===== config.mk =====
export PLATFORM = sky130hd
export DESIGN_NAME = counter_priority_task_scheduler
export DESIGN_NICKNAME = d
export VERILOG_FILES = /design/src/rtl/cpts_pkg.sv /design/src/rtl/cpts_core.sv /design/src/rtl/counter_priority_task_scheduler.sv
export VERILOG_INCLUDE_DIRS = /design/src /design/src/rtl
export SDC_FILE = /design/constraint.sdc
export NUM_CORES = 1
export LEC_CHECK = 0
export BUFFER_PORTS_ARGS = -buffer_cell sky130_fd_sc_hd__buf_4
export CAP_MARGIN = 20
export CELL_PAD_IN_SITES_DETAIL_PLACEMENT = 0
export CELL_PAD_IN_SITES_GLOBAL_PLACEMENT = 1
export CORE_MARGIN = 2
export CORE_UTILIZATION = 53
export CTS_CLUSTER_SIZE = 14
export DETAILED_ROUTE_END_ITERATION = 7
export GPL_TIMING_DRIVEN = 0
export HOLD_SLACK_MARGIN = 0.03
export PLACE_DENSITY = 0.81
export SYNTH_ARGS = -nofsm -noshare
export SYNTH_HDL_FRONTEND = slang
export SYNTH_HIERARCHICAL = 1
export SYNTH_SLANG_ARGS = --single-unit

===== constraint.sdc =====
create_clock -name aclk -period 3.1 [get_ports aclk]
set_input_delay 0.31 -clock aclk [delete_from_list [all_inputs] [get_ports aclk]]
set_output_delay 0.31 -clock aclk [all_outputs]
set_load 0.05 [all_outputs]

===== src/rtl/assert_macros.svh =====
// ----------------------------------------------------------------------------
// Assertion macros
// Shared concurrent assertion helpers, clocked on aclk, off during reset.
// ----------------------------------------------------------------------------
`ifndef ASSERT_MACROS_SVH
`define ASSERT_MACROS_SVH

// Plain property, checked at every edge out of reset.
`define CPTS_ASSERT(lbl, prop, msg) \
    lbl: assert property (@(posedge aclk) disable iff (!aresetn) (prop)) else $error(msg);

// Same-cycle implication.
`define CPTS_IMPLY(lbl, ante, cons, msg) \
    lbl: assert property (@(posedge aclk) disable iff (!aresetn) (ante) |-> (cons)) \
        else $error(msg);

`endif


===== src/rtl/cpts_pkg.sv =====
// ----------------------------------------------------------------------------
// cpts_pkg
// Shared types and constants of the counter priority task scheduler.
// ----------------------------------------------------------------------------
package cpts_pkg;

    localparam int MAX_TASKS_DEF  = 16;
    localparam int PRIO_BITS_DEF  = 8;

    localparam int ACT_W          = 5;
    localparam int SLOT_W         = 4;
    localparam int PRIO_REQ_W     = 8;

    localparam logic [ACT_W-1:0] ACT_RESET = 5'd2;

    // item kinds
    localparam logic KIND_TICK     = 1'b0;
    localparam logic KIND_SET_PRIO = 1'b1;

    typedef struct packed {
        logic                  kind;
        logic [SLOT_W-1:0]     task_index;
        logic [PRIO_REQ_W-1:0] priority_req;
    } req_t;

    typedef struct packed {
        logic              stalled;
        logic              reloaded;
        logic              switched;
        logic [SLOT_W-1:0] running_task;
    } res_t;

endpackage


===== src/rtl/cpts_core.sv =====
// ----------------------------------------------------------------------------
// cpts_core
// Counter and priority memories with the tick / schedule / reload sequencer.
// ----------------------------------------------------------------------------
module cpts_core #(
    parameter int MAX_TASKS     = cpts_pkg::MAX_TASKS_DEF,
    parameter int PRIORITY_BITS = cpts_pkg::PRIO_BITS_DEF
) (
    input  logic                       aclk,
    input  logic                       aresetn,
    input  logic                       cfg_we,
    input  logic [cpts_pkg::ACT_W-1:0] cfg_wdata,
    input  logic                       req_valid,
    output logic                       req_ready,
    input  cpts_pkg::req_t             req,
    output logic                       res_valid,
    input  logic                       res_ready,
    output cpts_pkg::res_t             res
);
    import cpts_pkg::*;

    `include "assert_macros.svh"

    localparam int IDX_W = $clog2(MAX_TASKS);
    localparam int CNT_W = $clog2(MAX_TASKS + 1);
    localparam int PB    = PRIORITY_BITS;

    typedef enum logic [2:0] {
        ST_IDLE,
        ST_CUR,
        ST_SCAN,
        ST_DECIDE,
        ST_RELOAD,
        ST_DONE
    } state_t;

    state_t           state_reg;
    logic [ACT_W-1:0] act_reg;
    logic [IDX_W-1:0] cur_reg;
    logic [CNT_W-1:0] idx_reg;
    logic             pend_reg;
    logic [IDX_W-1:0] pend_idx_reg;
    logic [PB-1:0]    best_reg;
    logic [IDX_W-1:0] pick_reg;
    logic             found_reg;
    logic             sw_reg;
    logic             reload_reg;
    logic             stall_reg;

    // memories; an entry whose valid bit is low reads as zero
    logic [PB-1:0]        cnt_mem  [MAX_TASKS];
    logic [PB-1:0]        prio_mem [MAX_TASKS];
    logic [MAX_TASKS-1:0] cnt_vld_reg;
    logic [MAX_TASKS-1:0] prio_vld_reg;
    logic [PB-1:0]        cnt_rd_reg;
    logic                 cnt_rd_vld_reg;
    logic [PB-1:0]        prio_rd_reg;
    logic                 prio_rd_vld_reg;

    logic [PB-1:0]    cnt_rd_val;
    logic [PB-1:0]    prio_rd_val;
    logic [6:0]       act_ext;
    logic [CNT_W-1:0] n_slots;
    logic             set_ok;
    logic             issue;

    logic             cnt_re;
    logic [IDX_W-1:0] cnt_ra;
    logic             cnt_we;
    logic [IDX_W-1:0] cnt_wa;
    logic [PB-1:0]    cnt_wd;
    logic             cnt_clr;
    logic             prio_we;
    logic [IDX_W-1:0] prio_wa;
    logic [PB-1:0]    prio_wd;
    logic             prio_re;
    logic [IDX_W-1:0] prio_ra;

    assign cnt_rd_val  = cnt_rd_vld_reg ? cnt_rd_reg : '0;
    assign prio_rd_val = prio_rd_vld_reg ? prio_rd_reg : '0;

    // slot count clamped to 1..MAX_TASKS
    assign act_ext = {2'b00, act_reg};
    always_comb begin
        if (act_reg == '0) begin
            n_slots = CNT_W'(1);
        end else if (act_ext > 7'(MAX_TASKS)) begin
            n_slots = CNT_W'(MAX_TASKS);
        end else begin
            n_slots = CNT_W'(act_ext);
        end
    end

    assign set_ok = (req.task_index != '0) &&
                    ({3'b000, req.task_index} < 7'(MAX_TASKS));
    assign issue  = (idx_reg < n_slots);

    assign req_ready = (state_reg == ST_IDLE);
    assign res_valid = (state_reg == ST_DONE);
    assign res.running_task = SLOT_W'(cur_reg);
    assign res.switched     = sw_reg;
    assign res.reloaded     = reload_reg;
    assign res.stalled      = stall_reg;

    // memory port control
    always_comb begin
        cnt_re  = 1'b0;
        cnt_ra  = idx_reg[IDX_W-1:0];
        cnt_we  = 1'b0;
        cnt_wa  = cur_reg;
        cnt_wd  = '0;
        cnt_clr = 1'b0;
        prio_we = 1'b0;
        prio_wa = IDX_W'(req.task_index);
        prio_wd = PB'(req.priority_req);
        prio_re = 1'b0;
        prio_ra = idx_reg[IDX_W-1:0];
        unique case (state_reg)
            ST_IDLE: begin
                if (req_valid) begin
                    if (req.kind == KIND_SET_PRIO) begin
                        prio_we = set_ok;
                        cnt_clr = set_ok;
                    end else begin
                        cnt_re = 1'b1;
                        cnt_ra = cur_reg;
                    end
                end
            end
            ST_CUR: begin
                if (cur_reg != '0 && cnt_rd_val != '0) begin
                    cnt_we = 1'b1;
                    cnt_wd = cnt_rd_val - 1'b1;
                end
            end
            ST_SCAN: begin
                cnt_re = issue;
            end
            ST_RELOAD: begin
                prio_re = issue;
                if (pend_reg) begin
                    cnt_we = 1'b1;
                    cnt_wa = pend_idx_reg;
                    cnt_wd = prio_rd_val;
                end
            end
            default: ;
        endcase
    end

    always_ff @(posedge aclk) begin
        if (!aresetn) begin
            cnt_vld_reg  <= '0;
            prio_vld_reg <= '0;
        end else begin
            if (cnt_we) begin
                cnt_vld_reg[cnt_wa] <= 1'b1;
            end
            if (cnt_clr) begin
                cnt_vld_reg[prio_wa] <= 1'b0;
            end
            if (prio_we) begin
                prio_vld_reg[prio_wa] <= 1'b1;
            end
        end
    end

    always_ff @(posedge aclk) begin
        if (cnt_we) begin
            cnt_mem[cnt_wa] <= cnt_wd;
        end
        if (cnt_re) begin
            cnt_rd_reg     <= cnt_mem[cnt_ra];
            cnt_rd_vld_reg <= cnt_vld_reg[cnt_ra];
        end
        if (prio_we) begin
            prio_mem[prio_wa] <= prio_wd;
        end
        if (prio_re) begin
            prio_rd_reg     <= prio_mem[prio_ra];
            prio_rd_vld_reg <= prio_vld_reg[prio_ra];
        end
    end

    // sequencer
    always_ff @(posedge aclk) begin
        if (!aresetn) begin
            state_reg  <= ST_IDLE;
            act_reg    <= ACT_RESET;
            cur_reg    <= '0;
            pend_reg   <= 1'b0;
            found_reg  <= 1'b0;
            sw_reg     <= 1'b0;
            reload_reg <= 1'b0;
            stall_reg  <= 1'b0;
        end else begin
            if (cfg_we) begin
                act_reg <= cfg_wdata;
            end
            // a read issued this cycle returns next cycle
            pend_reg <= (state_reg == ST_SCAN || state_reg == ST_RELOAD) && issue;
            unique case (state_reg)
                ST_IDLE: begin
                    if (req_valid) begin
                        sw_reg     <= 1'b0;
                        reload_reg <= 1'b0;
                        stall_reg  <= 1'b0;
                        state_reg  <= (req.kind == KIND_SET_PRIO) ? ST_DONE : ST_CUR;
                    end
                end
                ST_CUR: begin
                    // idle slot, exhausted, or just hit zero: reschedule
                    if (cur_reg == '0 || cnt_rd_val == '0 || cnt_rd_val == PB'(1)) begin
                        idx_reg   <= '0;
                        best_reg  <= '0;
                        found_reg <= 1'b0;
                        state_reg <= ST_SCAN;
                    end else begin
                        state_reg <= ST_DONE;
                    end
                end
                ST_SCAN: begin
                    if (issue) begin
                        idx_reg      <= idx_reg + 1'b1;
                        pend_idx_reg <= idx_reg[IDX_W-1:0];
                    end else begin
                        state_reg <= ST_DECIDE;
                    end
                    // strict compare keeps the lowest index on a tie
                    if (pend_reg && cnt_rd_val > best_reg) begin
                        best_reg  <= cnt_rd_val;
                        pick_reg  <= pend_idx_reg;
                        found_reg <= 1'b1;
                    end
                end
                ST_DECIDE: begin
                    if (found_reg) begin
                        sw_reg    <= (pick_reg != cur_reg);
                        cur_reg   <= pick_reg;
                        state_reg <= ST_DONE;
                    end else if (!reload_reg) begin
                        reload_reg <= 1'b1;
                        idx_reg    <= CNT_W'(1);
                        state_reg  <= ST_RELOAD;
                    end else begin
                        stall_reg <= 1'b1;
                        state_reg <= ST_DONE;
                    end
                end
                ST_RELOAD: begin
                    if (issue) begin
                        idx_reg      <= idx_reg + 1'b1;
                        pend_idx_reg <= idx_reg[IDX_W-1:0];
                    end else begin
                        idx_reg   <= '0;
                        best_reg  <= '0;
                        found_reg <= 1'b0;
                        state_reg <= ST_SCAN;
                    end
                end
                ST_DONE: begin
                    if (res_ready) begin
                        state_reg <= ST_IDLE;
                    end
                end
                default: state_reg <= ST_IDLE;
            endcase
        end
    end

    `CPTS_IMPLY(a_pick_range, state_reg == ST_DECIDE && found_reg, CNT_W'(pick_reg) < n_slots, "pick outside active slots")
    `CPTS_IMPLY(a_stall_reload, res_valid && res.stalled, res.reloaded, "stall without reload")
    `CPTS_IMPLY(a_pend_state, pend_reg, state_reg == ST_SCAN || state_reg == ST_RELOAD, "read pending outside scan or reload")
    `CPTS_ASSERT(a_cnt_port, !(cnt_we && cnt_clr), "counter write and clear collide")

endmodule


===== src/rtl/counter_priority_task_scheduler.sv =====
// ----------------------------------------------------------------------------
// counter_priority_task_scheduler
// Counter based priority scheduler over a table of task slots.
// ----------------------------------------------------------------------------
// Input channel s_*: one item per handshake. tuser is the kind (0 timer tick,
// 1 set priority); tdata carries task_index and priority_req.
// Output channel m_*: exactly one result item per input item, in order.
// Configuration: cfg_we writes active_tasks from cfg_wdata; write it only
// while the block is idle.
// A set-priority item goes straight to its result; a tick that keeps its task
// first reads and decrements its counter; a tick that schedules also scans
// the n active slots, and one that needs a reload reloads the counters from
// the priorities and scans again, n being the active slot count; the scans
// read the counter memory one slot per cycle. One item is worked on at a
// time; the next is accepted in the cycle after the result enters the output
// register, even while it waits there.
// Reset: all counters and priorities read zero, the idle slot runs,
// active_tasks is 2. No clearing pass is needed.
// A stalled receiver holds the result in the output register; the sequencer
// still takes the next item, then waits with its result and takes no more.
// ----------------------------------------------------------------------------
module counter_priority_task_scheduler #(
    parameter int MAX_TASKS     = cpts_pkg::MAX_TASKS_DEF,
    parameter int PRIORITY_BITS = cpts_pkg::PRIO_BITS_DEF
) (
    input  logic                       aclk,
    input  logic                       aresetn,
    input  logic                       cfg_we,
    input  logic [cpts_pkg::ACT_W-1:0] cfg_wdata,
    input  logic                       s_tvalid,
    output logic                       s_tready,
    input  logic [15:0]                s_tdata,  // task_index[3:0], priority_req[11:4]
    input  logic [0:0]                 s_tuser,  // kind
    output logic                       m_tvalid,
    input  logic                       m_tready,
    output logic [7:0]                 m_tdata   // running_task[3:0], switched[4],
                                                 // reloaded[5], stalled[6]
);
    import cpts_pkg::*;

    req_t req;
    res_t res;
    logic res_valid;
    logic res_ready;
    logic m_tvalid_reg;
    logic [7:0] m_tdata_reg;

    assign req.kind         = s_tuser[0];
    assign req.task_index   = s_tdata[3:0];
    assign req.priority_req = s_tdata[11:4];

    cpts_core #(
        .MAX_TASKS     (MAX_TASKS),
        .PRIORITY_BITS (PRIORITY_BITS)
    ) u_core (
        .aclk      (aclk),
        .aresetn   (aresetn),
        .cfg_we    (cfg_we),
        .cfg_wdata (cfg_wdata),
        .req_valid (s_tvalid),
        .req_ready (s_tready),
        .req       (req),
        .res_valid (res_valid),
        .res_ready (res_ready),
        .res       (res)
    );

    // output register frees as it is taken
    assign res_ready = !m_tvalid_reg || m_tready;

    always_ff @(posedge aclk) begin
        if (!aresetn) begin
            m_tvalid_reg <= 1'b0;
        end else if (res_ready) begin
            m_tvalid_reg <= res_valid;
        end
    end

    always_ff @(posedge aclk) begin
        if (res_ready && res_valid) begin
            m_tdata_reg <= {1'b0, res.stalled, res.reloaded, res.switched, res.running_task};
        end
    end

    assign m_tvalid = m_tvalid_reg;
    assign m_tdata  = m_tdata_reg;

endmodule

==> results.md, run 1 <==
Routing:
- Dividing the detail-routed wire length by the instance count gives 24.7 um.
- The via count of the routed design is 8609.
- After the first detailed-routing iteration, the DRC count stood at 883.
- The routed design has 34.5 mm of wire.
- After detailed routing, the number of vias per cell comes to 6.14.
- The antenna violation net count after detailed routing is 0.
- The DRC violation count after routing is 0.
- The first TritonRoute pass finished after 5 iterations.

Worst setup path:
- The critical path data arrival time is 3.12 ns.
- The worst setup path is captured at a register.
- The critical path is of the reg -> reg type.
- The maximum fanout encountered on the critical timing path is 10.
- Counting cells, the worst reg-to-reg path comes to 5.
- The startpoint kind of the worst setup timing path is a register.
- In this run the critical register-to-register path is launched from u_core/idx_reg[2].
- The register-to-register setup slack is 0.13 ns.
- Data on the critical path is required at its endpoint by 3.25 ns.
- In this run the critical register-to-register path is captured at u_core/prio_rd_vld_reg.

Finish:
- The final cell utilization of the core is 63.0%.
- Summing all non-filler instances in the final layout gives an area of 0.0170 mm^2.
- The area growth from synthesis to layout is 16.1%.
- In the final layout, the registers with the most flip-flops are u_core/cnt_mem: 128 flops, u_core/prio_mem: 128 flops.
- The final layout net count is 1076.
- The share of final-layout standard cells stronger than drive strength 1 is 22.3%.
- The number of antenna diodes in the final layout is 0.

Synth:
- The number of enable-type register cells in the synthesized netlist is 302.
- The share of the synthesized area in the top cell type is 61.9%.
- The total number of yosys warnings is 6.
- In this run the mean area of a mapped cell was 16.0 um^2.
- The library cell with the highest instance count after synthesis is edfxtp_1.
- The cell area that synthesis handed to floorplanning was 0.0147 mm^2.
- The number of distinct library cells after synthesis is 76.
- In this run, synthesis produced a sequential element count of 352.
- The share of synthesized cell area in and, or, nand and nor gates is 7.54%.
- Of the total synthesized cell area, the portion taken by full adders, half adders and majority gates is 1.28%.
- Ranked by total cell area, the synthesized netlist is headed by edfxtp_1, mux4_2, dfxtp_1.
- The post-synthesis sequential area ratio is 68.7%.
- The number of instances in the synthesized netlist is 919.
- The cell accounting for the most synthesized area is edfxtp_1.
- For this run, asynchronously set or reset flops after synthesis account for 0%.
- The mux cell area share after synthesis is 13.1%.
- Summing the areas of all compound-gate instances in the mapped netlist gives 6.06% of the synthesized area.
- After synthesis, the largest family of logic cells by area is multiplexers.
- The primary flip-flop cell chosen by synthesis mapping is edfxtp_1.
- Summing the areas of all xor and xnor instances in the mapped netlist gives 0.836% of the synthesized area.
- By count the netlist is led by edfxtp_1, nor2_1, mux2i_1.

Place:
- In this run the tool buffered the top-level ports with 29 buffer cells.
- The instance area after placement is 0.0155 mm^2.
- Summed over all nets, the half-perimeter wirelength after detailed placement is 22.8 mm.
- The routability-driven placement congestion ratio is 0.880.

CTS:
- The clock tree from TritonCTS is built.
- The buffer depth of the longest clock path is 3.
- The H-tree depth reported by CTS is 2.
- For the worst-skew pair, the clock arrives at the later sink with an insertion delay of 0.53 ns.
- The number of clock buffers added by TritonCTS is 38.
- Clock-pin slew was measured on the worst setup and hold paths at 0.06 ns.
- The tree built by TritonCTS fans out to 352 sinks.
- The buffer cell driving the clock tree root is clkbuf_16.

Power and ir drop:
- Internal power comes to 9.10 mW.
- Combinational cells account for 24.9% of the total power.
- The part of the power in the clock network is 32.2%.
- The power density over cell area is 758 mW/mm^2.
- In this run, flip-flops and latches consume 42.9% of the power.
- The worst voltage drop across the vdd grid is 0.538 mV.
- The switching power as a share of total power is 29.5%.
- The net switching power figure is 3.80 mW.
- The power consumption is 12.9 mW.
- The leakage power is 6.01 nW.

Floorplanning:
- The die covers 0.0290 mm^2.
- The effective utilization at floorplan is 54.2%.
- The die is 170 um tall.
- The width of the die is 170 um.
- The area inside the core boundary is 0.0270 mm^2.
- The count of boundary I/O pins is 37.
- The site row count is 60.

Global routing:
- The total overflow left after global routing is 0.
- Global routing used 24.0% of the available tracks.
- The first global-routing pass estimated 50.8 mm of wire.
- The initial antenna violation count is 1.
- The largest net degree at the start of global routing is 17.
- The number of global-route vias before repair is 8242.

Worst hold path:
- The worst hold-check path type is in -> reg.
- In this run the most critical hold path is launched from aresetn.
- For hold timing, the worst endpoint is u_core/prio_vld_reg[0].
- Counting instances, the worst hold path has a depth of 2.

Timing:
- The post-route fraction of the period consumed by the critical path is 95.8%.
- The worst slack on hold paths is 0.0700 ns.
- The shortest period the worst path allows is 2.97 ns.
- The transition time of the tightest slew-check pin is 1.04 ns.
- The setup clock skew after layout is 0.0158 ns.
- Derived from the worst setup path, the maximum achievable clock frequency is 0.337 GHz.
- The hold violation count in the final report came to 0.
- The worst slew slack as a fraction of its limit is 30.3%.
- The number of pins with negative max-slew slack in the final report is 0.
- Setup violations remaining at the end of the flow were counted as 0.
- For the final routed database, the setup TNS stands at 0 ns.

Status:
- The flow ran to the end, and the final reports show no timing, DRC or antenna violations.

Run:
- The count of max-cap constraint violations is 0.
-- repair_timing --
action | in CTS | in global routing
pin swaps | 1 | 6
setup buffers | 2 | 7
cloned | 0 | 1
hold endpoints to repair | 5 | 0
resized for setup | 15 | 22
endpoints found under the setup margin | 102 | 125
hold buffers | 5 | 0
-- routing by layer --
metal | vias to the layer above | wire length [um] | global-route usage, %
li1 | 3825 | - | -
met1 | 4339 | 14500 | 33.5
met2 | 384 | 16700 | 39.4
met3 | 61 | 2380 | 3.65
met4 | 0 | 962 | 7.17
met5 | - | 0 | 0
-- how the worst max path moves through the flow --
| stage | from | to | slack [ns] |
|---|---|---|---|
| 2_1_floorplan | u_core/cnt_rd_vld_reg | u_core/cnt_mem[0][2] | 0.42 |
| 3_3_place_gp | u_core/state_reg[1] | u_core/prio_mem[3][1] | -1.12 |
| 3_5_place_dp | u_core/state_reg[1] | u_core/cnt_rd_reg[1] | -0.36 |
| 4_1_cts | u_core/cnt_rd_vld_reg | u_core/cnt_mem[12][0] | -0.14 |
| 5_1_grt | u_core/cnt_rd_vld_reg | u_core/cnt_mem[3][1] | -0.003 |
| 6_report | u_core/idx_reg[2] | u_core/prio_rd_vld_reg | 0.13 |
-- power groups by stage --
stage	Sequential [mW]	Clock [mW]	Combinational, mW
after CTS	5.53	4.23	3.18
after global routing	5.55	4.41	3.44
final	5.54	4.16	3.21
after global placement	5.63	0	3.07
after detailed placement	5.63	0	3.12
after floorplan	5.62	0	2.23
-- kinds of logic (layout without fill, tap and decap cells) --
| group | after synthesis | in the layout |
|---|---|---|
| adders and majority gates | 15 | 15 |
| and+or+nand+nor | 223 | 224 |
| AOI/OAI and AO/OA | 119 | 119 |
| other | 2 | 9 |
| DFF | 352 | 352 |
| muxes | 117 | 117 |
| xor gates and xnor gates | 14 | 14 |
| buffers and inverters | 77 | 210 |
-- worst max-delay path: stages (launching register included) --
cell and delay (ns):
edfxtp_1 0.56, ha_1 0.40, a21o_1 0.17, a221o_1 0.33, a41o_1 0.32, nor3_2 0.81
-- cell type report --
| cell class | instances | area [um^2] |
|---|---|---|
| repair buffers | 67 | 599 |
| fillers | 1960 | 10000 |
| flip-flops and latches | 352 | 10100 |
| inverters | 28 | 105 |
| clock inverters | 18 | 156 |
| clock buffers | 48 | 988 |
| plain buffers | 49 | 279 |
| well taps | 341 | 427 |
| multi-input cells | 498 | 4400 |
-- per-stage QoR --
stage,setup slack [ns],cells
floorplan,0.415,926
global placement,-1.12,1296
detailed placement,-0.362,1314
CTS,-0.137,1387
global route,-0.00340,1401
finish,0.129,1401
-- placed cells by master, fill, tap and decap left out, types with 6 or more instances in the layout --
| master | netlist | final |
|---|---|---|
| o221a_2 | 7 | 7 |
| nand2_1 | 51 | 51 |
| edfxtp_1 | 302 | 302 |
| a31oi_1 | 11 | 11 |
| buf_4 | 10 | 54 |
| nor2_4 | 0 | 8 |
| nor3_1 | 21 | 16 |
| o21ai_0 | 11 | 6 |
| mux2i_1 | 55 | 54 |
| buf_6 | 4 | 18 |
| o21a_1 | 13 | 13 |
| xor2_1 | 7 | 7 |
| nand3_1 | 6 | 6 |
| inv_1 | 28 | 28 |
| dfxtp_1 | 50 | 50 |
| mux4_1 | 6 | 6 |
| mux4_2 | 51 | 51 |
| ha_1 | 15 | 15 |
| xnor2_1 | 7 | 7 |
| clkinv_1 | 0 | 8 |
| nand2b_1 | 10 | 10 |
| o22ai_1 | 20 | 20 |
| conb_1 | 2 | 9 |
| a21oi_1 | 9 | 8 |
| nor2_1 | 82 | 71 |
| clkbuf_16 | 0 | 38 |
| clkbuf_1 | 26 | 33 |
No activity file was read; power rests on OpenSTA's default activity.
==> run 2: changes to the inputs <==
--- a/config.mk
+++ b/config.mk
@@ -16,7 +16,7 @@
 export DETAILED_ROUTE_END_ITERATION = 7
 export GPL_TIMING_DRIVEN = 0
 export HOLD_SLACK_MARGIN = 0.03
-export PLACE_DENSITY = 0.81
+export PLACE_DENSITY = 0.86
 export SYNTH_ARGS = -nofsm -noshare
 export SYNTH_HDL_FRONTEND = slang
 export SYNTH_HIERARCHICAL = 1
==> results.md, run 2 (same netlist as run 1, synthesis figures left out) <==
Routing:
- After detailed routing, the average wire length per cell comes to 24.7 um.
- The count of routing violations after the opening detailed-route iteration is 851.
- The number of detailed-routing iterations run before antenna repair is 5.
- The via count of the routed design is 8672.
- Once detail routing completed, the nets flagged for antenna violations numbered 0.
- The DRC violation count after routing is 0.
- The via density per instance is 6.22.
- The final wirelength is 34.4 mm.

CTS:
- The number of CTS-inserted buffers is 37.
- The buffer depth of the longest clock path is 3.
- CTS saw 352 sinks.
- In this run the number of H-tree levels came out at 2.
- Clock latency on the worst-skew pair, taken at its later pin, is 0.52 ns.
- The buffer cell driving the clock tree root is clkbuf_16.
- The clock tree from TritonCTS is built.
- The clock transition time at the flip-flop clock pins of the worst setup and hold paths is 0.06 ns.

Global routing:
- The initial antenna violation count is 0.
- The final global-route overflow total is 0.
- The first global-routing pass estimated 51.3 mm of wire.
- The largest net degree at the start of global routing is 17.
- The number of global-route vias before repair is 8544.
- Across every metal layer, demand over resource in global routing totals 24.3%.

Timing:
- Setup repair after global routing left no endpoint under its margin.
- The shortest period the worst path allows is 3.03 ns.
- The transition time of the tightest slew-check pin is 1.10 ns.
- The number of pins with negative max-slew slack in the final report was 0.
- The worst slew slack as a fraction of its limit is 26.8%.
- The hold violation count in the final report is 0.
- The summed negative setup slack over all endpoints is 0 ns.
- The post-route fraction of the period consumed by the critical path is 97.6%.
- Derived from the worst setup path, the maximum achievable clock frequency is 0.330 GHz.
- In the post-route analysis, the smallest setup slack over all paths is 0.0738 ns.
- Across the routed clock network, the largest skew measured is 0.0132 ns.
- Setup violations remaining at the end of the flow were counted as 0.

Place:
- The routability-driven placement congestion ratio is 0.871.
- The detailed-placement wirelength estimate is 22.9 mm.
- Timing analysis after detailed placement gives a worst setup slack of -0.377 ns.
- In this run the tool buffered the top-level ports with 29 buffer cells.

Worst setup path:
- The cell count of the worst reg-to-reg path is 6.
- The endpoint of the worst-slack reg-to-reg timing path is u_core/cnt_mem[10][6].
- The worst setup path is captured at a register.
- STA puts the critical path data arrival time at 3.31 ns.
- The required time of the critical path is 3.38 ns.
- Along the worst path, the maximum fanout reaches 10.
- The startpoint identified for the worst register-to-register timing path is u_core/cur_reg[2].
- For flop-to-flop paths, the worst setup slack is 0.07 ns.
- The worst setup path is of the reg -> reg kind.
- The startpoint kind of the worst setup timing path is a register.

Worst hold path:
- The worst hold path terminates at u_core/act_reg[3].
- The worst hold path cell count is 3.
- The worst hold path belongs to the class in -> reg.
- The startpoint identified for the worst hold timing path is cfg_wdata[3].

Floorplanning:
- The die covers 0.0290 mm^2.
- In this run the horizontal extent of the chip is 170 um.
- For this configuration, the core starts out at a cell density of 54.2%.
- In this run the count of I/O pins placed on the die edge is 37.
- Row generation in the floorplan step produced 60 rows.
- The vertical die dimension is 170 um.
- The area inside the core boundary is 0.0270 mm^2.

Power and ir drop:
- Net switching is 29.4% of the power.
- The worst voltage drop across the vdd grid is 0.559 mV.
- For this design the ratio of total power to cell area is 755 mW/mm^2.
- The part of the power in the clock network is 31.5%.
- The sequential cell fraction of total power is 43.4%.
- Overall power consumption after layout is estimated at 12.8 mW.
- The internal portion of the total power is 9.03 mW.
- The net switching power figure is 3.75 mW.
- Summed over all cells, the static leakage comes to 5.98 nW.
- The relative contribution of combinational cells to total power is 25.1%.

Finish:
- Leaving out fill and tap cells, the most frequent cell in the layout is edfxtp_1.
- The share of final-layout standard cells stronger than drive strength 1 is 22.6%.
- The antenna diode count is 0.
- From synthesis to final layout, the design area changed by 15.5%.
- The final cell utilization of the core is 62.6%.
- The final layout net count is 1071.
- The largest registers in the layout are u_core/cnt_mem: 128 flops, u_core/prio_mem: 128 flops.
- In the layout the commonest cells are edfxtp_1, nor2_1, mux2i_1, buf_4.

Status:
- The flow ran to the end, and the final reports show no timing, DRC or antenna violations.

Run:
- The count of max-cap constraint violations is 0.
-- run 2: per-stage QoR --
step | cell area (um^2) | std cells | hold slack [ns]
detailed placement | 15500 | 1314 | 0.419
global route | 16900 | 1395 | 0.0663
global placement | 15300 | 1296 | 0.417
finish | 16900 | 1395 | 0.0439
CTS | 16700 | 1384 | 0.0308
floorplan | 14700 | 926 | 0.406
-- run 2: timing repair --
item | CTS | global route
endpoints found under the setup margin | 123 | 165
hold buffers | 4 | 0
resized for setup | 14 | 21
pin swaps | 1 | 5
setup buffers | 2 | 6
hold endpoints to repair | 4 | 0
-- run 2: critical path, stage by stage (launching register included) --
cell,delay [ns]
dfxtp_1,0.45
clkbuf_1,0.43
buf_1,0.46
nor3b_1,0.11
a31oi_1,0.70
nor2_1,0.39
buf_6,0.25
-- run 2: layout make-up --
| cell class | count | area, um^2 |
|---|---|---|
| fillers | 1916 | 10100 |
| flip-flops and latches | 352 | 10100 |
| inverters | 28 | 105 |
| multi-input cells | 497 | 4390 |
| well taps | 341 | 427 |
| plain buffers | 48 | 265 |
| repair buffers | 65 | 586 |
| clock inverters | 21 | 135 |
| clock buffers | 43 | 958 |
-- run 2: how the worst max path moves through the flow --
stage | from | endpoint | slack, ns | cells after the start
2_1_floorplan | u_core/cnt_rd_vld_reg | u_core/cnt_mem[0][2] | 0.42 | 7
3_3_place_gp | u_core/state_reg[1] | u_core/cnt_vld_reg[2] | -1.21 | 6
3_5_place_dp | u_core/cnt_rd_vld_reg | u_core/cnt_mem[0][0] | -0.38 | 7
4_1_cts | u_core/cnt_rd_vld_reg | u_core/cnt_mem[4][1] | -0.29 | 7
5_1_grt | u_core/idx_reg[2] | u_core/idx_reg[3] | 0.03 | 7
6_report | u_core/cur_reg[2] | u_core/cnt_mem[10][6] | 0.07 | 6
-- run 2: layer usage --
| layer | track usage (%) | wire [um] | vias up |
|---|---|---|---|
| met3 | 4.02 | 2550 | 90 |
| met5 | 0 | 0 | - |
| met2 | 40.3 | 16900 | 401 |
| li1 | - | - | 3826 |
| met4 | 9.92 | 1220 | 0 |
| met1 | 32.1 | 13700 | 4355 |
-- run 2: power by group through the flow --
| stage | clock network [mW] | registers, mW | logic, mW |
|---|---|---|---|
| 2_1_floorplan | 0 | 5.62 | 2.23 |
| 3_3_place_gp | 0 | 5.63 | 3.04 |
| 3_5_place_dp | 0 | 5.63 | 3.13 |
| 4_1_cts | 4.09 | 5.54 | 3.20 |
| 5_1_grt | 4.26 | 5.58 | 3.43 |
| 6_report | 4.02 | 5.55 | 3.21 |
